[src/design/vcsg_pkg.sv]
package vcsg_pkg;

    // Field and register widths
    localparam int ADC_W    = 12;
    localparam int DAC_W    = 12;
    localparam int CLK_W    = 27;
    localparam int FREQ_W   = 14;
    localparam int RELOAD_W = 27;
    localparam int SUM_W    = 28;
    localparam int CNT_W    = 16;
    localparam int AVG_W    = 12;
    localparam int HZ_W     = 15;
    localparam int ROM_IDX_W = 6;
    localparam int ROM_DEPTH = 40;

    // Shared divider: widest dividend is the window sum, widest divisor is
    // frequency times a table length of up to 64.
    localparam int DIVIDEND_W = 28;
    localparam int DIVISOR_W  = 22;
    localparam int STEP_W     = $clog2(DIVIDEND_W);

    localparam int CFG_IDX_W  = 2;
    localparam int CFG_DATA_W = 27;

    // Register indexes
    localparam logic [CFG_IDX_W-1:0] REG_CLOCK_HZ       = 2'd0;
    localparam logic [CFG_IDX_W-1:0] REG_MIN_FREQ       = 2'd1;
    localparam logic [CFG_IDX_W-1:0] REG_FREQ_SPAN      = 2'd2;
    localparam logic [CFG_IDX_W-1:0] REG_INITIAL_RELOAD = 2'd3;

    // Register reset values
    localparam logic [CLK_W-1:0]    CLOCK_HZ_RST       = 27'd80000000;
    localparam logic [FREQ_W-1:0]   MIN_FREQ_RST       = 14'd100;
    localparam logic [FREQ_W-1:0]   FREQ_SPAN_RST      = 14'd900;
    localparam logic [RELOAD_W-1:0] INITIAL_RELOAD_RST = 27'd20000;

    // Request actions
    localparam logic [1:0] ACT_SAMPLE = 2'd0;
    localparam logic [1:0] ACT_UPDATE = 2'd1;
    localparam logic [1:0] ACT_TICK   = 2'd2;

    // Result kinds
    localparam logic KIND_RELOAD = 1'b0;
    localparam logic KIND_DAC    = 1'b1;

    localparam logic [DIVISOR_W-1:0] ADC_FULL_SCALE = 22'd4095;
    localparam logic [RELOAD_W-1:0]  RELOAD_MAX     = 27'h7FFFFFF;

    typedef struct packed {
        logic [1:0]       action;
        logic [ADC_W-1:0] adc_value;
    } vcsg_cmd_t;

    typedef struct packed {
        logic                kind;
        logic [DAC_W-1:0]    sample;
        logic                first_frame;
        logic [RELOAD_W-1:0] reload;
    } vcsg_res_t;

    typedef struct packed {
        logic                  start;
        logic [DIVIDEND_W-1:0] dividend;
        logic [DIVISOR_W-1:0]  divisor;
    } div_req_t;

    typedef struct packed {
        logic                  done;
        logic [DIVIDEND_W-1:0] quotient;
    } div_rsp_t;

    // One sine period of DAC codes; entries past the table read as zero.
    function automatic logic [DAC_W-1:0] sine_code(input logic [ROM_IDX_W-1:0] idx);
        logic [DAC_W-1:0] code;
        case (idx)
            6'd0:  code = 12'd500;
            6'd1:  code = 12'd578;
            6'd2:  code = 12'd655;
            6'd3:  code = 12'd727;
            6'd4:  code = 12'd794;
            6'd5:  code = 12'd854;
            6'd6:  code = 12'd905;
            6'd7:  code = 12'd946;
            6'd8:  code = 12'd976;
            6'd9:  code = 12'd994;
            6'd10: code = 12'd1000;
            6'd11: code = 12'd994;
            6'd12: code = 12'd976;
            6'd13: code = 12'd946;
            6'd14: code = 12'd905;
            6'd15: code = 12'd854;
            6'd16: code = 12'd794;
            6'd17: code = 12'd727;
            6'd18: code = 12'd655;
            6'd19: code = 12'd578;
            6'd20: code = 12'd500;
            6'd21: code = 12'd422;
            6'd22: code = 12'd345;
            6'd23: code = 12'd273;
            6'd24: code = 12'd206;
            6'd25: code = 12'd146;
            6'd26: code = 12'd95;
            6'd27: code = 12'd54;
            6'd28: code = 12'd24;
            6'd29: code = 12'd6;
            6'd30: code = 12'd0;
            6'd31: code = 12'd6;
            6'd32: code = 12'd24;
            6'd33: code = 12'd54;
            6'd34: code = 12'd95;
            6'd35: code = 12'd146;
            6'd36: code = 12'd206;
            6'd37: code = 12'd273;
            6'd38: code = 12'd345;
            6'd39: code = 12'd422;
            default: code = 12'd0;
        endcase
        return code;
    endfunction

endpackage

[src/design/vcsg_div.sv]
module vcsg_div (
    input  logic               clk,
    input  logic               rst_n,
    input  vcsg_pkg::div_req_t req,
    output vcsg_pkg::div_rsp_t rsp
);

    logic                            busy_reg;
    logic                            done_reg;
    logic [vcsg_pkg::STEP_W-1:0]     step_reg;
    logic [vcsg_pkg::DIVISOR_W-1:0]  divisor_reg;
    logic [vcsg_pkg::DIVISOR_W-1:0]  rem_reg;
    logic [vcsg_pkg::DIVIDEND_W-1:0] quo_reg;

    logic [vcsg_pkg::DIVISOR_W:0]    trial;
    logic                            fits;
    logic [vcsg_pkg::DIVISOR_W-1:0]  rem_next;
    logic [vcsg_pkg::DIVIDEND_W-1:0] quo_next;

    // Restoring division, one quotient bit per cycle; dividend bits shift
    // out of the top of the quotient register as quotient bits enter below.
    assign trial    = {rem_reg, quo_reg[vcsg_pkg::DIVIDEND_W-1]};
    assign fits     = trial >= {1'b0, divisor_reg};
    assign rem_next = fits ? vcsg_pkg::DIVISOR_W'(trial - {1'b0, divisor_reg})
                           : trial[vcsg_pkg::DIVISOR_W-1:0];
    assign quo_next = {quo_reg[vcsg_pkg::DIVIDEND_W-2:0], fits};

    always_ff @(posedge clk or negedge rst_n)
    begin
        if (!rst_n)
        begin
            busy_reg <= 1'b0;
            done_reg <= 1'b0;
            step_reg <= '0;
        end
        else
        begin
            done_reg <= 1'b0;
            if (req.start)
            begin
                busy_reg <= 1'b1;
                step_reg <= vcsg_pkg::STEP_W'(vcsg_pkg::DIVIDEND_W - 1);
            end
            else if (busy_reg)
            begin
                step_reg <= step_reg - 1'b1;
                if (step_reg == '0)
                begin
                    busy_reg <= 1'b0;
                    done_reg <= 1'b1;
                end
            end
        end
    end

    always_ff @(posedge clk)
    begin
        if (req.start)
        begin
            divisor_reg <= req.divisor;
            rem_reg     <= '0;
            quo_reg     <= req.dividend;
        end
        else if (busy_reg)
        begin
            rem_reg <= rem_next;
            quo_reg <= quo_next;
        end
    end

    assign rsp.done     = done_reg;
    assign rsp.quotient = quo_reg;

endmodule

[src/design/voltage_controlled_sine_generator.sv]
// Sample and tick requests are accepted back to back while the result output is free.
// A tick that expires the countdown shows its DAC result the cycle after acceptance.
// An update request makes up to three passes through the shared 28-step radix-2 divider before its
// reload result; an empty window skips the first pass and a zero divisor the last.
// Reset (asynchronous, active low): registers return to defaults, window and table index clear,
// countdown and reload load 20000, no result pending.
module voltage_controlled_sine_generator #(
    parameter int TABLE_LEN   = 40,
    parameter int MAX_SAMPLES = 65535
) (
    input  logic                                clk,
    input  logic                                rst_n,
    input  logic                                cmd_valid,
    output logic                                cmd_ready,
    input  vcsg_pkg::vcsg_cmd_t                 cmd,
    output logic                                res_valid,
    input  logic                                res_ready,
    output vcsg_pkg::vcsg_res_t                 res,
    input  logic                                cfg_write,
    input  logic [vcsg_pkg::CFG_IDX_W-1:0]      cfg_index,
    input  logic [vcsg_pkg::CFG_DATA_W-1:0]     cfg_data
);

    localparam int IDX_W = (TABLE_LEN > 1) ? $clog2(TABLE_LEN) : 1;

    localparam logic [2:0] S_IDLE = 3'd0;
    localparam logic [2:0] S_AVG  = 3'd1;
    localparam logic [2:0] S_MUL  = 3'd2;
    localparam logic [2:0] S_SPAN = 3'd3;
    localparam logic [2:0] S_DEN  = 3'd4;
    localparam logic [2:0] S_CLK  = 3'd5;
    localparam logic [2:0] S_DONE = 3'd6;

    logic [vcsg_pkg::CLK_W-1:0]      clock_hz_reg, clock_hz_next;
    logic [vcsg_pkg::FREQ_W-1:0]     min_freq_reg, min_freq_next;
    logic [vcsg_pkg::FREQ_W-1:0]     freq_span_reg, freq_span_next;
    logic [vcsg_pkg::RELOAD_W-1:0]   init_reload_reg, init_reload_next;

    logic [vcsg_pkg::SUM_W-1:0]      sum_reg, sum_next;
    logic [vcsg_pkg::CNT_W-1:0]      count_reg, count_next;
    logic [vcsg_pkg::RELOAD_W-1:0]   reload_reg, reload_next;
    logic [vcsg_pkg::RELOAD_W-1:0]   countdown_reg, countdown_next;
    logic [IDX_W-1:0]                idx_reg, idx_next;
    logic                            started_reg, started_next;
    logic [2:0]                      state_reg, state_next;
    logic                            go_reg, go_next;
    logic                            res_valid_reg, res_valid_next;

    logic [vcsg_pkg::DIVIDEND_W-1:0] dividend_reg, dividend_next;
    logic [vcsg_pkg::DIVISOR_W-1:0]  divisor_reg, divisor_next;
    logic [vcsg_pkg::AVG_W-1:0]      avg_reg, avg_next;
    logic [vcsg_pkg::HZ_W-1:0]       freq_reg, freq_next;
    logic [vcsg_pkg::RELOAD_W-1:0]   new_reload_reg, new_reload_next;
    vcsg_pkg::vcsg_res_t             res_reg, res_next;

    vcsg_pkg::div_req_t              div_req;
    vcsg_pkg::div_rsp_t              div_rsp;

    logic [vcsg_pkg::DIVISOR_W-1:0]  denom;
    logic [IDX_W:0]                  idx_inc;
    logic                            res_free;
    logic                            cmd_take;

    assign res_free  = !res_valid_reg || res_ready;
    assign cmd_ready = (state_reg == S_IDLE) && res_free;
    assign cmd_take  = cmd_valid && cmd_ready;
    assign denom     = vcsg_pkg::DIVISOR_W'(freq_reg) * vcsg_pkg::DIVISOR_W'(TABLE_LEN);
    assign idx_inc   = (IDX_W + 1)'(idx_reg) + (IDX_W + 1)'(1);

    assign div_req.start    = go_reg;
    assign div_req.dividend = dividend_reg;
    assign div_req.divisor  = divisor_reg;

    vcsg_div u_div (
        .clk   (clk),
        .rst_n (rst_n),
        .req   (div_req),
        .rsp   (div_rsp)
    );

    always_comb
    begin
        clock_hz_next    = clock_hz_reg;
        min_freq_next    = min_freq_reg;
        freq_span_next   = freq_span_reg;
        init_reload_next = init_reload_reg;
        sum_next         = sum_reg;
        count_next       = count_reg;
        reload_next      = reload_reg;
        countdown_next   = countdown_reg;
        idx_next         = idx_reg;
        started_next     = started_reg;
        state_next       = state_reg;
        go_next          = 1'b0;
        res_valid_next   = res_valid_reg && !res_ready;
        dividend_next    = dividend_reg;
        divisor_next     = divisor_reg;
        avg_next         = avg_reg;
        freq_next        = freq_reg;
        new_reload_next  = new_reload_reg;
        res_next         = res_reg;

        case (state_reg)
            S_IDLE:
            begin
                if (cmd_take)
                begin
                    case (cmd.action)
                        vcsg_pkg::ACT_SAMPLE:
                        begin
                            // Drop samples once the window is full
                            if (count_reg < vcsg_pkg::CNT_W'(MAX_SAMPLES))
                            begin
                                sum_next   = sum_reg + vcsg_pkg::SUM_W'(cmd.adc_value);
                                count_next = count_reg + 1'b1;
                            end
                        end
                        vcsg_pkg::ACT_UPDATE:
                        begin
                            dividend_next = sum_reg;
                            divisor_next  = vcsg_pkg::DIVISOR_W'(count_reg);
                            sum_next      = '0;
                            count_next    = '0;
                            if (count_reg == '0)
                            begin
                                avg_next   = '0;
                                state_next = S_MUL;
                            end
                            else
                            begin
                                go_next    = 1'b1;
                                state_next = S_AVG;
                            end
                        end
                        vcsg_pkg::ACT_TICK:
                        begin
                            if (countdown_reg == '0)
                            begin
                                countdown_next       = reload_reg;
                                res_valid_next       = 1'b1;
                                res_next.kind        = vcsg_pkg::KIND_DAC;
                                res_next.sample      =
                                    vcsg_pkg::sine_code(vcsg_pkg::ROM_IDX_W'(idx_reg));
                                res_next.first_frame = !started_reg;
                                res_next.reload      = '0;
                                started_next         = 1'b1;
                                idx_next = (idx_inc >= (IDX_W + 1)'(TABLE_LEN))
                                           ? '0 : idx_inc[IDX_W-1:0];
                            end
                            else
                            begin
                                countdown_next = countdown_reg - 1'b1;
                            end
                        end
                        default:
                        begin
                        end
                    endcase
                end
            end
            S_AVG:
            begin
                if (div_rsp.done)
                begin
                    avg_next   = div_rsp.quotient[vcsg_pkg::AVG_W-1:0];
                    state_next = S_MUL;
                end
            end
            S_MUL:
            begin
                dividend_next = vcsg_pkg::DIVIDEND_W'(avg_reg)
                              * vcsg_pkg::DIVIDEND_W'(freq_span_reg);
                divisor_next  = vcsg_pkg::ADC_FULL_SCALE;
                go_next       = 1'b1;
                state_next    = S_SPAN;
            end
            S_SPAN:
            begin
                if (div_rsp.done)
                begin
                    freq_next  = vcsg_pkg::HZ_W'(min_freq_reg)
                               + div_rsp.quotient[vcsg_pkg::HZ_W-1:0];
                    state_next = S_DEN;
                end
            end
            S_DEN:
            begin
                // Saturate the reload when the step rate comes out zero
                if (denom == '0)
                begin
                    new_reload_next = vcsg_pkg::RELOAD_MAX;
                    state_next      = S_DONE;
                end
                else
                begin
                    dividend_next = vcsg_pkg::DIVIDEND_W'(clock_hz_reg);
                    divisor_next  = denom;
                    go_next       = 1'b1;
                    state_next    = S_CLK;
                end
            end
            S_CLK:
            begin
                if (div_rsp.done)
                begin
                    new_reload_next = div_rsp.quotient[vcsg_pkg::RELOAD_W-1:0];
                    state_next      = S_DONE;
                end
            end
            S_DONE:
            begin
                if (res_free)
                begin
                    reload_next          = new_reload_reg;
                    countdown_next       = new_reload_reg;
                    res_valid_next       = 1'b1;
                    res_next.kind        = vcsg_pkg::KIND_RELOAD;
                    res_next.sample      = '0;
                    res_next.first_frame = 1'b0;
                    res_next.reload      = new_reload_reg;
                    state_next           = S_IDLE;
                end
            end
            default:
            begin
                state_next = S_IDLE;
            end
        endcase

        if (cfg_write)
        begin
            case (cfg_index)
                vcsg_pkg::REG_CLOCK_HZ:
                begin
                    clock_hz_next = cfg_data[vcsg_pkg::CLK_W-1:0];
                end
                vcsg_pkg::REG_MIN_FREQ:
                begin
                    min_freq_next = cfg_data[vcsg_pkg::FREQ_W-1:0];
                end
                vcsg_pkg::REG_FREQ_SPAN:
                begin
                    freq_span_next = cfg_data[vcsg_pkg::FREQ_W-1:0];
                end
                vcsg_pkg::REG_INITIAL_RELOAD:
                begin
                    // Also load the running timer, like a timer load register
                    init_reload_next = cfg_data[vcsg_pkg::RELOAD_W-1:0];
                    reload_next      = cfg_data[vcsg_pkg::RELOAD_W-1:0];
                    countdown_next   = cfg_data[vcsg_pkg::RELOAD_W-1:0];
                end
                default:
                begin
                end
            endcase
        end
    end

    always_ff @(posedge clk or negedge rst_n)
    begin
        if (!rst_n)
        begin
            clock_hz_reg    <= vcsg_pkg::CLOCK_HZ_RST;
            min_freq_reg    <= vcsg_pkg::MIN_FREQ_RST;
            freq_span_reg   <= vcsg_pkg::FREQ_SPAN_RST;
            init_reload_reg <= vcsg_pkg::INITIAL_RELOAD_RST;
            sum_reg         <= '0;
            count_reg       <= '0;
            reload_reg      <= vcsg_pkg::INITIAL_RELOAD_RST;
            countdown_reg   <= vcsg_pkg::INITIAL_RELOAD_RST;
            idx_reg         <= '0;
            started_reg     <= 1'b0;
            state_reg       <= S_IDLE;
            go_reg          <= 1'b0;
            res_valid_reg   <= 1'b0;
        end
        else
        begin
            clock_hz_reg    <= clock_hz_next;
            min_freq_reg    <= min_freq_next;
            freq_span_reg   <= freq_span_next;
            init_reload_reg <= init_reload_next;
            sum_reg         <= sum_next;
            count_reg       <= count_next;
            reload_reg      <= reload_next;
            countdown_reg   <= countdown_next;
            idx_reg         <= idx_next;
            started_reg     <= started_next;
            state_reg       <= state_next;
            go_reg          <= go_next;
            res_valid_reg   <= res_valid_next;
        end
    end

    always_ff @(posedge clk)
    begin
        dividend_reg   <= dividend_next;
        divisor_reg    <= divisor_next;
        avg_reg        <= avg_next;
        freq_reg       <= freq_next;
        new_reload_reg <= new_reload_next;
        res_reg        <= res_next;
    end

    assign res_valid = res_valid_reg;
    assign res       = res_reg;

    a_update_blocks: assert property (@(posedge clk) disable iff (!rst_n)
        (cmd_take && cmd.action == vcsg_pkg::ACT_UPDATE) |=> !cmd_ready)
        else $error("update request did not block further requests");

    a_div_done_in_wait: assert property (@(posedge clk) disable iff (!rst_n)
        div_rsp.done |-> (state_reg == S_AVG || state_reg == S_SPAN || state_reg == S_CLK))
        else $error("divider finished while sequencer was not waiting");

    a_index_in_table: assert property (@(posedge clk) disable iff (!rst_n)
        (IDX_W + 1)'(idx_reg) < (IDX_W + 1)'(TABLE_LEN))
        else $error("table index past table length");

    a_window_bound: assert property (@(posedge clk) disable iff (!rst_n)
        count_reg <= vcsg_pkg::CNT_W'(MAX_SAMPLES))
        else $error("sample window count past limit");

endmodule

[config.mk]
export PLATFORM = sky130hd
export DESIGN_NAME = voltage_controlled_sine_generator
export DESIGN_NICKNAME = d
export VERILOG_FILES = /design/src/design/vcsg_pkg.sv /design/src/design/vcsg_div.sv /design/src/design/voltage_controlled_sine_generator.sv
export SDC_FILE = /design/constraint.sdc
export NUM_CORES = 1
export LEC_CHECK = 0
export BUFFER_PORTS_ARGS = -buffer_cell sky130_fd_sc_hd__buf_2
export CAP_MARGIN = 20
export CORE_ASPECT_RATIO = 1.2
export CORE_UTILIZATION = 35
export DETAILED_ROUTE_END_ITERATION = 10
export PLACE_DENSITY_LB_ADDON = 0.25
export SETUP_SLACK_MARGIN = 0.1
export SYNTH_ARGS = -nofsm -noshare
export SYNTH_HDL_FRONTEND = slang
export SYNTH_SLANG_ARGS = --single-unit
[constraint.sdc]
create_clock -name clk -period 8.88 [get_ports clk]
set_input_delay 0.444 -clock clk [delete_from_list [all_inputs] [get_ports clk]]
set_output_delay 0.444 -clock clk [all_outputs]
set_load 0.01 [all_outputs]
---- Word-level counts from Yosys, hierarchy flattened ----
Memories as Yosys holds them, arrays and structs flattened.
Index checks and enable logic that the tools add are counted.
word-level totals
  bits in registers ....................... 389
  memory bits (read-only) ................. 640
  input bits .............................. 48
  output and inout bits ................... 43
  logic and storage cells ................. 161
  memories kept ........................... 1
memory list
  memory           depth  width  rd ports  clocked after Yosys merged registers in  wr ports  RTL line        source
  (no name shown)  64     10     1         0                                        0         vcsg_pkg.sv:75  case (idx)
cells by class
  add/subtract/negate cells ............... 7
  multipliers ............................. 2
  order comparisons ....................... 3
  equality and inequality tests ........... 23
  mux-type cells .......................... 67
  reductions and logical operators ........ 31
operator list
  cell                                                                  count
  27-bit 2-to-1 mux                                                     12
  28-bit 2-to-1 mux                                                     6
  41-bit 2-to-1 mux                                                     4
  27-bit one-hot mux with 2 select lines                                2
  22-bit 2-to-1 mux                                                     4
  28-bit one-hot mux with 3 select lines                                1
  41-bit one-hot mux with 2 select lines                                1
  22-bit one-hot mux with 3 select lines                                1
  28-bit one-hot mux with 2 select lines                                1
  12-bit 2-to-1 mux                                                     4
  16-bit one-hot mux with 2 select lines                                1
  28-bit by 12-bit adder with 28-bit output                             1
  27-bit zero test                                                      1
  27-bit by 1-bit subtractor with 27-bit output, second input constant  1
  12-bit by 14-bit multiplier with 26-bit output                        1
  12-bit one-hot mux with 2 select lines                                1
  23-bit by 22-bit >= comparator with 1-bit output                      1
  22-bit zero test                                                      1
  22-bit subtractor                                                     1
  3-bit one-hot mux with 7 select lines                                 1
  15-bit by 3-bit multiplier with 18-bit output, second input constant  1
  3-bit 2-to-1 mux                                                      6
  16-bit by 1-bit adder with 16-bit output, second input constant       1
  16-bit zero test                                                      1
  other kinds (32)                                                      78

---- Depth between registers and ports, before layout ----
Gate-level depths: netlist (run 1).
  word-level depth ........................ 8
  mapped depth ............................ 22
  gate-level depth less buffers ........... 21

---- Cells and area by module ----
Synthesis (run 1) repeated with hierarchy kept, for this count alone.
second synthesis, totals
  cell total of the unflattened synthesis .. 2587
  area, all modules ....................... 25859.8 um^2
by module, submodules not included
  module                             times used  cells each  area each (um^2)  seq. area each (um^2)
  voltage_controlled_sine_generator  1           2175        21450.6           8424.3
  vcsg_div                           1           412         4409.2            2117.0

---- Worst setup path before layout (run 1) ----
No wires, ideal clock.
  path kind ............................... input -> register
  from .................................... input cmd[12] (netlist name)
  to ...................................... register dividend_reg[0] (netlist name) (enable)
  library setup time ...................... 0.528 ns
  arrival time ............................ 5.192 ns
  path slack .............................. 3.160 ns
  stages .................................. 6
  buffers on the path ..................... 2
  cell sequence ........................... clkbuf_1 nor2b_1 nor2b_1 clkbuf_1 nor2_1 o31ai_1
on the way
  cells in the longest elaborated chain, start to end .. 3
ends and longest elaborated chain
  item                                                        RTL line                                  source
  from (decl)                                                 voltage_controlled_sine_generator.sv:15   input vcsg_pkg::vcsg_cmd_t cmd,
  2-bit by 1-bit == test with 1-bit output                    voltage_controlled_sine_generator.sv:108  case (cmd.action)
  2-bit by 1-bit inequality test with 1-bit output (no line)  -
  4-bit AND reduction (no line)                               -
  to (signal assigned)                                        voltage_controlled_sine_generator.sv:297  dividend_reg <= dividend_next;
  to (decl)                                                   voltage_controlled_sine_generator.sv:49   logic [vcsg_pkg::DIVIDEND_W-1:0] dividend_reg, dividend_next;
Every way passes these cells.
A chain may end at the register's enable or synchronous reset.

---- Final worst setup path (run 1) ----
  from .................................... register avg_reg[11] (netlist name)
  to ...................................... register dividend_reg[25] (netlist name), data pin
on the way
  cells in the longest elaborated chain, start to end .. 2
ends and longest elaborated chain
  item                                            RTL line                                  source
  from (decl)                                     voltage_controlled_sine_generator.sv:51   logic [vcsg_pkg::AVG_W-1:0] avg_reg, avg_next;
  from (signal assigned)                          voltage_controlled_sine_generator.sv:299  avg_reg <= avg_next;
  12-bit by 14-bit multiplier with 26-bit output  voltage_controlled_sine_generator.sv:172  * vcsg_pkg::DIVIDEND_W'(freq_span_reg);
  28-bit one-hot mux with 3 select lines          voltage_controlled_sine_generator.sv:103  case (state_reg)
  net dividend_next (one bit)                     voltage_controlled_sine_generator.sv:49
The timed path passes the listed nets, and every way through them passes these cells.

==> out/metrics.cfg, run 1 <==
[logic_synthesis]
synth-seq-area-share=0.413
synthFlopType=edfxtp_1
synth_area_um2=25500
synth_edf_count=191
yosys_warnings=0
synth_cells=2551
syn_avg_cell_area_um2=9.99
synth_cell_types=79
synthArstFlopShare=0.447
ys_ff_latch=385

[finish]
postLayoutCoreUtil=0.395
antenna_cells=0
largest_reg_flops=39
syn_to_final_growth_pct=11.9
post-route-cell-area_um2=28500
drive_gt1_frac=0.137
layout.nets=2918

[grt]
grt_pass1_vias=19100
grt_pass1_wl_um=107000
grtUsageTotal=0.183
use_met1=0.232
antenna_found_initial=1
grt_max_degree=70
grt.overflow.total=0
grt_util_met3=0.0254
grt.busiest_layer=met2
grtUsageMet2=0.324

[die]
die_x_um=248
die_y_um=298
placementRows=108
core-area_um2=72200
die-area_um2=73900
ioPinCount=91
initial_utilization=0.353

[sta]
post-route-min-period_ps=5740
grt_setup_unrepaired=false
setup_viol=0
maxSlewHeadroom=0.316
timing.final.crit_share=0.646
fin_tns_setup_ps=0
max_freq_mhz=174
tightest_slew_ps=1030
final.setup_skew_ps=22.8
setup_ws_ps=3140
hold_viol_final=0
finalMaxSlewViolations=0

[clock_network]
numCtsBuffers=45
worstSkewPairLatency_ps=590
cts_resized=0
post-cts-setup-buffers=0
cts_tree=done
cts.sinks=385
ctsHtreeMaxLevel=2
root_buffer=clkbuf_16
clk_path_buf_depth=3
path_clk_slew_ps=70
cts_hold_buf=1

[setup_path]
reg2regPathDepth=17
path_class=flip-flop to flip-flop
worst_setup_path_start_kind=flip-flop
crit_required_ps=9200
reg2reg_from=avg_reg[11]
r2r_setup_slack_ps=3140
endpoint_kind=flip-flop
worstPathMaxFanout=14
r2r-end=dividend_reg[25]
cp.arrival_ps=6060

[route]
via_per_inst=5.27
dr.first_iter.drc_count=1122
postRouteAntennaNets=0
vias=18800
routed_wl_um=66600
wl_per_cell_um=18.7
dr.pass1.iters=8
drc_errors=1

[worst_hold_path]
hold_path.class=primary input to flip-flop
hp-start=cfg_data[25]
min_path_cells=2
min_to=clock_hz_reg[25]

[run]
maxCapViolations=0

[place]
gp_congestion=0.863
place_ws_ps=3170
postPlaceCellArea_um2=26900
port_buffers=88
dp.final_hpwl_um=49400

[status]
status=complete, but fails checks
violations=design-rule violations

-- cell type report --
class                      instances  area [um2]
clock buffer                      53        1210
clock inverter                    31         390
fill                            7101       43700
inverter                         226         848
multi-input combinational       1821       13700
sequential                       385       10500
tap                              935        1170
timing repair buffer             116         657
-- Yosys cell counts, types with 10 or more instances --
cell	number	area, um2
a211oi_1	24	180
a21o_1	28	210
a21oi_1	155	776
a22o_1	11	96.3
a22oi_1	24	180
a31oi_1	40	250
and2_1	112	701
clkbuf_1	107	402
dfrtp_1	147	3680
dfstp_2	25	657
dfxtp_1	22	440
edfxtp_1	191	5740
fa_1	124	2480
ha_1	151	1890
inv_1	224	841
mux2_2	86	968
mux2i_1	14	140
nand2_1	278	1040
nand2b_1	30	188
nand3_1	33	165
nor2_1	176	661
nor2b_1	17	106
nor3_1	44	220
nor4_1	14	87.6
o211ai_1	10	75.1
o21a_1	19	143
o21ai_0	114	571
o21bai_1	10	75.1
o22ai_1	12	75.1
or2_2	34	213
or3_1	29	181
xnor2_1	63	552
xor2_1	32	280
-- metal layers --
| metal | vias to the layer above | wire (um) |
|---|---|---|
| met1 | 9383 | 28500 |
| met4 | 0 | 1380 |
| met2 | 406 | 33800 |
| met5 | - | 0 |
| li1 | 8916 | - |
| met3 | 82 | 2830 |
-- kinds of logic (layout without fill, tap and decap cells) --
group / count (synthesis) / after routing / synth area share
adder cells (fa/ha/maj): 275 / 275 / 0.172
multiplexers: 100 / 100 / 0.0435
AND/OR/NAND/NOR: 822 / 822 / 0.157
AO/OA/AOI/OAI: 527 / 527 / 0.131
buffers and inverters: 346 / 426 / 0.0514
flip-flops: 385 / 385 / 0.413
other: 1 / 2 / 0.000147
XOR/XNOR: 95 / 95 / 0.0327
-- through the flow --
step / hold slack, ps / instances
finish: 136 / 3567
global route: 110 / 3567
CTS: 93.3 / 3567
detailed placement: 405 / 3482
global placement: 405 / 3481
floorplan: 148 / 2552
-- cells in the final DEF, fill, tap and decap left out, drive strengths merged, types with 47 or more instances in the layout --
| master | instances |
|---|---|
| a21oi | 155 |
| and2 | 112 |
| buf | 115 |
| clkbuf | 53 |
| dfrtp | 147 |
| edfxtp | 191 |
| fa | 124 |
| ha | 151 |
| inv | 227 |
| mux2 | 86 |
| nand2 | 278 |
| nor2 | 176 |
| nor3 | 47 |
| o21ai | 114 |
| xnor2 | 63 |
-- worst max-delay path by stage --
| stage | from | end | cells past startpoint |
|---|---|---|---|
| 6_report | avg_reg[11] | dividend_reg[25] | 17 |
| 5_1_grt | avg_reg[11] | dividend_reg[23] | 17 |
| 4_1_cts | freq_span_reg[7] | dividend_reg[18] | 17 |
| 3_5_place_dp | avg_reg[5] | dividend_reg[18] | 17 |
| 3_3_place_gp | avg_reg[8] | dividend_reg[23] | 18 |
| 2_1_floorplan | cmd[12] | dividend_reg[0] | 6 |
-- critical path, cell delays in order, from the launching register on --
cell and delay, ps:
edfxtp_1 690, nand2_1 160, fa_1 530, fa_1 540, inv_1 50, fa_1 500, fa_1 540, inv_1 50
fa_1 530, inv_1 40, ha_1 230, or3_1 390, o211ai_1 240, a41o_1 250, a21oi_1 110, o211a_1 290
o2111ai_1 200, nand3b_1 120
Power of run 1 is left out: the tool's default activity adds up to more than one toggle a clock period on the data nets, which glitch-free logic cannot reach.
==> run 2: changes to the inputs <==
--- a/config.mk
+++ b/config.mk
@@ -5,6 +5,7 @@
 export SDC_FILE = /design/constraint.sdc
 export NUM_CORES = 1
 export LEC_CHECK = 0
+export ABC_AREA = 1
 export BUFFER_PORTS_ARGS = -buffer_cell sky130_fd_sc_hd__buf_2
 export CAP_MARGIN = 20
 export CORE_ASPECT_RATIO = 1.2
==> constraint.sdc (replaced) <==
create_clock -name clk -period 4.6 [get_ports clk]
set_input_delay 0.23 -clock clk [delete_from_list [all_inputs] [get_ports clk]]
set_output_delay 0.23 -clock clk [all_outputs]
set_load 0.01 [all_outputs]
==> run 2 against run 1 <==
Effect of this change: the flow finishes with violations (negative setup slack); die area increased by 6.0%; cell count increased by 29%; worst hold slack got worse by 96 ps; cell area is 13% higher.
==> out/metrics.cfg, run 2 <==
[logic_synthesis]
synth_common_cells=nand2_1 (788), inv_1 (587), nor2_1 (267)  ; was nand2_1 (278), inv_1 (224), edfxtp_1 (191)
synth_largest_area_cell=edfxtp_1  ; unchanged
synthFlopType=edfxtp_1  ; unchanged
synth_edf_count=191  ; unchanged
synth.top_cell.area_share=0.212  ; was 0.225
synth_cell_types=61  ; was 79
synth_cells=3339  ; was 2551
synth_area_um2=27000  ; was 25500 um2
synth-seq-area-share=0.389  ; was 0.413
synthArstFlopShare=0.447  ; unchanged
yosys_warnings=0  ; unchanged
ys_top_cells_by_area=edfxtp_1 (21%), dfrtp_1 (14%), nand2_1 (11%)  ; was edfxtp_1 (23%), dfrtp_1 (14%), fa_1 (9.7%)
ys_ff_latch=385  ; unchanged
syn_avg_cell_area_um2=8.10  ; was 9.99 um2
yosysMostFrequentCell=nand2_1  ; unchanged

[die]
die_x_um=256  ; was 248 um
initial_utilization=0.354  ; was 0.353
ioPinCount=91  ; unchanged
core-area_um2=76400  ; was 72200 um2
die-area_um2=78400  ; was 73900 um2
die_y_um=306  ; was 298 um
placementRows=111  ; was 108

[sta]
finalMaxSlewViolations=0  ; unchanged
final.setup_skew_ps=28.4  ; was 22.8 ps
grt_setup_unrepaired=true  ; was false
hold_viol_final=0  ; unchanged
timing.final.crit_share=1.08  ; was 0.646
setup_ws_ps=-357  ; was 3140 ps
post-route-min-period_ps=4960  ; was 5740 ps
maxSlewHeadroom=0.389  ; was 0.316
setup_viol=16  ; was 0
max_freq_mhz=202  ; was 174 MHz
tightest_slew_ps=914  ; was 1030 ps

[grt]
grtUsageTotal=0.212  ; was 0.183
grt_pass1_wl_um=129000  ; was 107000 um
grt_max_degree=100  ; was 70
grt.overflow.total=0  ; unchanged
grt_pass1_vias=22500  ; was 19100
antenna_found_initial=6  ; was 1

[route]
wl_per_cell_um=18.1  ; was 18.7 um
routed_wl_um=83600  ; was 66600 um
dr.first_iter.drc_count=1648  ; was 1122
dr.pass1.iters=8  ; unchanged
vias=22900  ; was 18800
drc_errors=0  ; was 1
postRouteAntennaNets=0  ; unchanged
via_per_inst=4.95  ; was 5.27

[power]
power_density_nw_per_um2=925
ir_drop_uv=834
static-leakage-power_nw=15.3

[clock_network]
worstSkewPairLatency_ps=580  ; was 590 ps
clk_path_buf_depth=3  ; unchanged
numCtsBuffers=47  ; was 45
cts_tree=done  ; unchanged
ctsHtreeMaxLevel=2  ; unchanged
root_buffer=clkbuf_16  ; unchanged
cts.sinks=385  ; unchanged
path_clk_slew_ps=60  ; was 70 ps

[setup_path]
endpoint_kind=flip-flop  ; unchanged
path_class=flip-flop to flip-flop  ; unchanged
crit_buf_inv=4  ; was 3
crit_required_ps=4930  ; was 9200 ps
critPathTopFamily=adder cells  ; unchanged
worst_setup_path_start_kind=flip-flop  ; unchanged
path_cells=buf_6, nand2_4, fa_2, inv_2, fa_1, inv_1, fa_1, fa_2, fa_1, inv_2, ha_4, a21o_4, a21oi_4, o21ai_2, nand2_1, nand3_2, or2_4, nand3_1, nand3_1  ; was nand2_1, fa_1, fa_1, inv_1, fa_1, fa_1, inv_1, fa_1, inv_1, ha_1, or3_1, o211ai_1, a41o_1, a21oi_1, o211a_1, o2111ai_1, nand3b_1
cpPeakStageDelay_ps=610  ; was 690 ps
crit_path_frequent_cell=fa_1  ; unchanged
worstPathMaxFanout=6  ; was 14
critPathSlowestCell=dfstp_2  ; was edfxtp_1
cp.arrival_ps=5280  ; was 6060 ps

[finish]
largest_reg_flops=39  ; unchanged
post-route-cell-area_um2=32100  ; was 28500 um2
syn_to_final_growth_pct=18.8  ; was 11.9%
final_cell_mix=nand2_1 (764), inv_1 (571), nor2_1 (257)  ; was nand2_1 (277), inv_1 (224), edfxtp_1 (191)
postLayoutCoreUtil=0.420  ; was 0.395
layout.nets=3881  ; was 2918
final_common_cell=nand2_1  ; unchanged
fillers=7816  ; was 7101
drive_gt1_frac=0.149  ; was 0.137

[place]
postPlaceCellArea_um2=29700  ; was 26900 um2
gp_congestion=0.947  ; was 0.863
dp.final_hpwl_um=63400  ; was 49400 um
port_buffers=88  ; unchanged

[status]
violations=negative setup slack  ; was design-rule violations
status=complete, but fails checks  ; unchanged

[worst_hold_path]
hold_path.class=primary input to flip-flop  ; unchanged

[run]
maxCapViolations=0  ; unchanged

## run 2: report_power, final
part	internal [mW]	leakage [nW]	switching (mW)
registers	5.20	4.01	0.715
logic	8.65	10.5	11.5
clock network	2.13	0.712	1.54
## run 2: per-layer routing
layer / wire [um] / share of wire / vias to the layer above / track usage
met3: 4260 / 0.051 / 162 / 0.0276
li1: - / - / 11200 / -
met5: 13 / 0.00016 / - / 0
met1: 34800 / 0.42 / 10900 / 0.266
met4: 3720 / 0.045 / 2 / 0.0907
met2: 40700 / 0.49 / 563 / 0.365
## run 2: path summary, 6_finish.rpt
kind                                        from              endpoint  cells after the start  slack (ps)
min in group asynchronous                  rst_n           started_reg                      2         230
max in group asynchronous                  rst_n            sum_reg[9]                      3        3230
worst min register to register    divisor_reg[7]  u_div.divisor_reg[7]                      0         410
worst max-delay path            freq_span_reg[9]      dividend_reg[25]                     19        -360
worst max register to register  freq_span_reg[9]      dividend_reg[25]                     19        -360
worst min-delay path                 cfg_data[7]         reload_reg[7]                      3          40
## run 2: kinds of logic (layout without fill, tap and decap cells)
logic type      Yosys count  in the layout  synth area share
buf+inv                 705            960             0.101
mux                      13             13           0.00542
flops                   385            385             0.389
fa+ha+maj               275            275             0.162
compound gates          579            579             0.119
simple gates           1327           1327             0.207
other cells               1              6          0.000139
xor+xnor                 54             54            0.0175
## run 2: through the flow
step	hold WS (ps)	worst slack [ps]	cells	TNS [ps]	total power, mW
floorplan	-65.6	-120	3340	-418	17.8
global placement	308	-419	4470	-4880	23.5
detailed placement	312	-415	4470	-4970	23.5
CTS	0.0164	-316	4596	-3490	28.4
global route	44.9	-581	4612	-7410	32.3
finish	40.0	-357	4616	-4190	29.7
## run 2: cell type report
type | instances | area, um2 | area share
Multi-Input combinational cell | 2250 | 14500 | 0.450
Sequential cell | 385 | 10500 | 0.328
Inverter | 599 | 2260 | 0.0703
Timing Repair Buffer | 275 | 2100 | 0.0655
Tap cell | 1017 | 1270 | 0.0396
Clock buffer | 60 | 1230 | 0.0385
Clock inverter | 26 | 251 | 0.00783
Antenna cell | 4 | 10.0 | 0.000312
## run 2: what timing repair did
action | 4_1_cts | 5_1_grt
hold buffers | 22 | 0
resized for setup | 50 | 54
buffers inserted | 18 | 15
setup endpoints to repair | 17 | 19
endpoints found under the hold margin | 110 | 0
pin swaps | 10 | 40
## run 2: worst register-to-register path: stages, from the launching register on
cell and delay, ps:
dfstp_2 610, buf_6 140, nand2_4 50, fa_2 520
inv_2 40, fa_1 510, inv_1 50, fa_1 510
fa_2 460, fa_1 530, inv_2 50, ha_4 260
a21o_4 250, a21oi_4 140, o21ai_2 90, nand2_1 70
nand3_2 80, or2_4 230, nand3_1 60, nand3_1 80
(Power assumes the default switching activity.)
==> run 3: changes to the inputs <==
--- a/config.mk
+++ b/config.mk
@@ -11,8 +11,9 @@
 export CORE_ASPECT_RATIO = 1.2
 export CORE_UTILIZATION = 35
 export DETAILED_ROUTE_END_ITERATION = 10
-export PLACE_DENSITY_LB_ADDON = 0.25
+export PLACE_DENSITY_LB_ADDON = 0.05
 export SETUP_SLACK_MARGIN = 0.1
 export SYNTH_ARGS = -nofsm -noshare
 export SYNTH_HDL_FRONTEND = slang
+export SYNTH_HIERARCHICAL = 1
 export SYNTH_SLANG_ARGS = --single-unit
==> run 3 against run 2 <==
Effect of this change: the flow finishes with violations (design-rule violations, negative setup slack); area after synthesis up 3.8%; cell count is 4.4% higher; count of clock-buffer cells in the layout rose by 2; critical endpoint unchanged; die area increased by 3.8%; critical path depth is the same; fmax is 0.56% higher; cell area up 3.8%.
==> out/metrics.cfg, run 3 <==
[place]
gp_congestion=0.899  ; was 0.947
port_buffers=88  ; unchanged
dp.final_hpwl_um=71500  ; was 63400 um

[sta]
whs_ps=55.1  ; was 40.0 ps
hold_viol_final=0  ; unchanged
final.setup_skew_ps=24.6  ; was 28.4 ps
maxSlewHeadroom=0.309  ; was 0.389
fin_tns_setup_ps=-3340  ; was -4190 ps
timing.final.crit_share=1.07  ; was 1.08
setup_ws_ps=-329  ; was -357 ps
grt_setup_unrepaired=true  ; unchanged
setup_viol=15  ; was 16
post-route-min-period_ps=4930  ; was 4960 ps
tightest_slew_ps=1040  ; was 914 ps
finalMaxSlewViolations=0  ; unchanged
max_freq_mhz=203  ; was 202 MHz

[logic_synthesis]
yosys_warnings=6  ; was 0
synth_cells=3543  ; was 3339
synth_edf_count=192  ; was 191
synth-seq-area-share=0.376  ; was 0.389
yosysMostFrequentCell=nand2_1  ; unchanged
synthArstFlopShare=0.446  ; was 0.447
ys_top_cells_by_area=edfxtp_1 (21%), dfrtp_1 (13%), nand2_1 (12%)  ; was edfxtp_1 (21%), dfrtp_1 (14%), nand2_1 (11%)
synth_cell_types=60  ; was 61
synth_area_um2=28100  ; was 27000 um2
syn_avg_cell_area_um2=7.92  ; was 8.10 um2
synthFlopType=edfxtp_1  ; unchanged
synth.top_cell.area_share=0.205  ; was 0.212
synth_largest_area_cell=edfxtp_1  ; unchanged
synth_common_cells=nand2_1 (934), inv_1 (616), nor2_1 (273)  ; was nand2_1 (788), inv_1 (587), nor2_1 (267)
ys_ff_latch=386  ; was 385

[grt]
grt_max_degree=91  ; was 100
antenna_found_initial=1  ; was 6
grtUsageTotal=0.236  ; was 0.212
grt_pass1_wl_um=146000  ; was 129000 um
grt.overflow.total=0  ; unchanged
grt.busiest_layer=met2  ; unchanged
use_met1=0.306  ; was 0.266
grt_util_met3=0.0293  ; was 0.0276
grtUsageMet2=0.394  ; was 0.365
grt_pass1_vias=24200  ; was 22500

[status]
status=complete, but fails checks  ; unchanged
violations=design-rule violations, negative setup slack  ; was negative setup slack

[die]
die_y_um=312  ; was 306 um
initial_utilization=0.354  ; about the same
die-area_um2=81300  ; was 78400 um2
placementRows=113  ; was 111
core-area_um2=79300  ; was 76400 um2
die_x_um=260  ; was 256 um
ioPinCount=91  ; unchanged

[setup_path]
r2r-end=dividend_reg[25]  ; unchanged
r2r_setup_slack_ps=-330  ; was -360 ps
endpoint_kind=flip-flop  ; unchanged
reg2reg_from=freq_span_reg[8]  ; was freq_span_reg[9]
path_class=flip-flop to flip-flop  ; unchanged
worst_setup_path_start_kind=flip-flop  ; unchanged
worstPathMaxFanout=6  ; unchanged
crit_required_ps=4910  ; was 4930 ps
reg2regPathDepth=19  ; unchanged
cp.arrival_ps=5240  ; was 5280 ps

[route]
wl_per_cell_um=19.7  ; was 18.1 um
routed_wl_um=95100  ; was 83600 um
via_per_inst=5.01  ; was 4.95
vias=24100  ; was 22900
dr.pass1.iters=9  ; was 8
dr.first_iter.drc_count=1668  ; was 1648
postRouteAntennaNets=0  ; unchanged
drc_errors=32  ; was 0

[finish]
drive_gt1_frac=0.159  ; was 0.149
layout.nets=4067  ; was 3881
fillers=7959  ; was 7816
final_common_cell=nand2_1  ; unchanged
largest_reg_flops=39  ; unchanged
syn_to_final_growth_pct=18.8  ; about the same
final_cell_mix=nand2_1 (899), inv_1 (590), nor2_1 (260)  ; was nand2_1 (764), inv_1 (571), nor2_1 (257)

[clock_network]
ctsHtreeMaxLevel=2  ; unchanged
worstSkewPairLatency_ps=600  ; was 580 ps
numCtsBuffers=48  ; was 47
path_clk_slew_ps=70  ; was 60 ps
clk_path_buf_depth=3  ; unchanged
root_buffer=clkbuf_16  ; unchanged
cts_tree=done  ; unchanged
cts.sinks=386  ; was 385

[run]
maxCapViolations=0  ; unchanged

[worst_hold_path]
hp-start=cfg_data[1]  ; was cfg_data[7]
hold_path.class=primary input to flip-flop  ; unchanged
min_to=countdown_reg[1]  ; was reload_reg[7]
min_path_cells=5  ; was 3

run 3: worst max-delay path by stage:
stage                startpoint          endpoint  cells past startpoint
2_1_floorplan  freq_span_reg[3]  dividend_reg[20]                     22
3_3_place_gp   freq_span_reg[8]  dividend_reg[25]                     16
3_5_place_dp   freq_span_reg[6]  dividend_reg[20]                     19
4_1_cts        freq_span_reg[9]  dividend_reg[20]                     19
5_1_grt              avg_reg[8]  dividend_reg[21]                     21
6_report       freq_span_reg[8]  dividend_reg[25]                     19
run 3: layer usage:
metal,routed length (um),vias up
met5,0,-
met4,4190,0
met3,3680,140
met2,45300,498
met1,41900,11700
li1,-,11800
run 3: repair_timing:
action / CTS / global route
hold buffers: 27 / 1
hold endpoints to repair: 123 / 1
pin swaps: 32 / 33
setup buffers: 21 / 8
cloned: 1 / 0
setup endpoints to repair: 19 / 19
gates resized for setup: 80 / 62
run 3: area by class of cell:
| cell class | instances | area, um2 | area share |
|---|---|---|---|
| Clock inverter | 26 | 317 | 0.00949 |
| Clock buffer | 62 | 1290 | 0.0388 |
| Sequential cell | 386 | 10500 | 0.316 |
| Inverter | 633 | 2380 | 0.0713 |
| Tap cell | 1035 | 1290 | 0.0388 |
| Timing Repair Buffer | 262 | 2090 | 0.0627 |
| Multi-Input combinational cell | 2412 | 15400 | 0.462 |
| Antenna cell | 1 | 2.50 | 0.0000750 |
run 3: cells by family (layout without fill, tap and decap cells):
group | Yosys count | after routing | share of synthesized area
AO/OA/AOI/OAI | 527 | 527 | 0.107
XOR/XNOR | 58 | 58 | 0.0181
adder cells (fa/ha/maj) | 276 | 276 | 0.156
other | 1 | 4 | 0.000134
flip-flops | 386 | 386 | 0.376
multiplexers | 13 | 13 | 0.00522
AND/OR/NAND/NOR | 1535 | 1535 | 0.233
buffers and inverters | 747 | 983 | 0.105
run 3: critical path, stage by stage (launching register included):
cell and delay, ps:
dfstp_2 630, buf_4 140, nand2_1 80, fa_1 540, inv_1 60, fa_1 540
inv_1 60, fa_1 480, fa_1 540, inv_1 60, ha_4 220, ha_4 320
nand2_2 80, inv_1 70, nand3_2 130, nor3_2 270, nand3_1 120, nand3_1 110
xnor2_1 120, o21bai_1 70
run 3: stage by stage:
stage	util	instances	instance area [um2]	setup WS, ps
2_1_floorplan	-	3545	28600	9.96
3_5_place_dp	0.387	4671	30700	-391
6_report	0.420	4817	33300	-329
4_1_cts	0.416	4807	33000	-279
3_3_place_gp	0.386	4669	30600	-364
5_1_grt	0.420	4816	33300	-491
Power of run 3 is left out for the same reason.
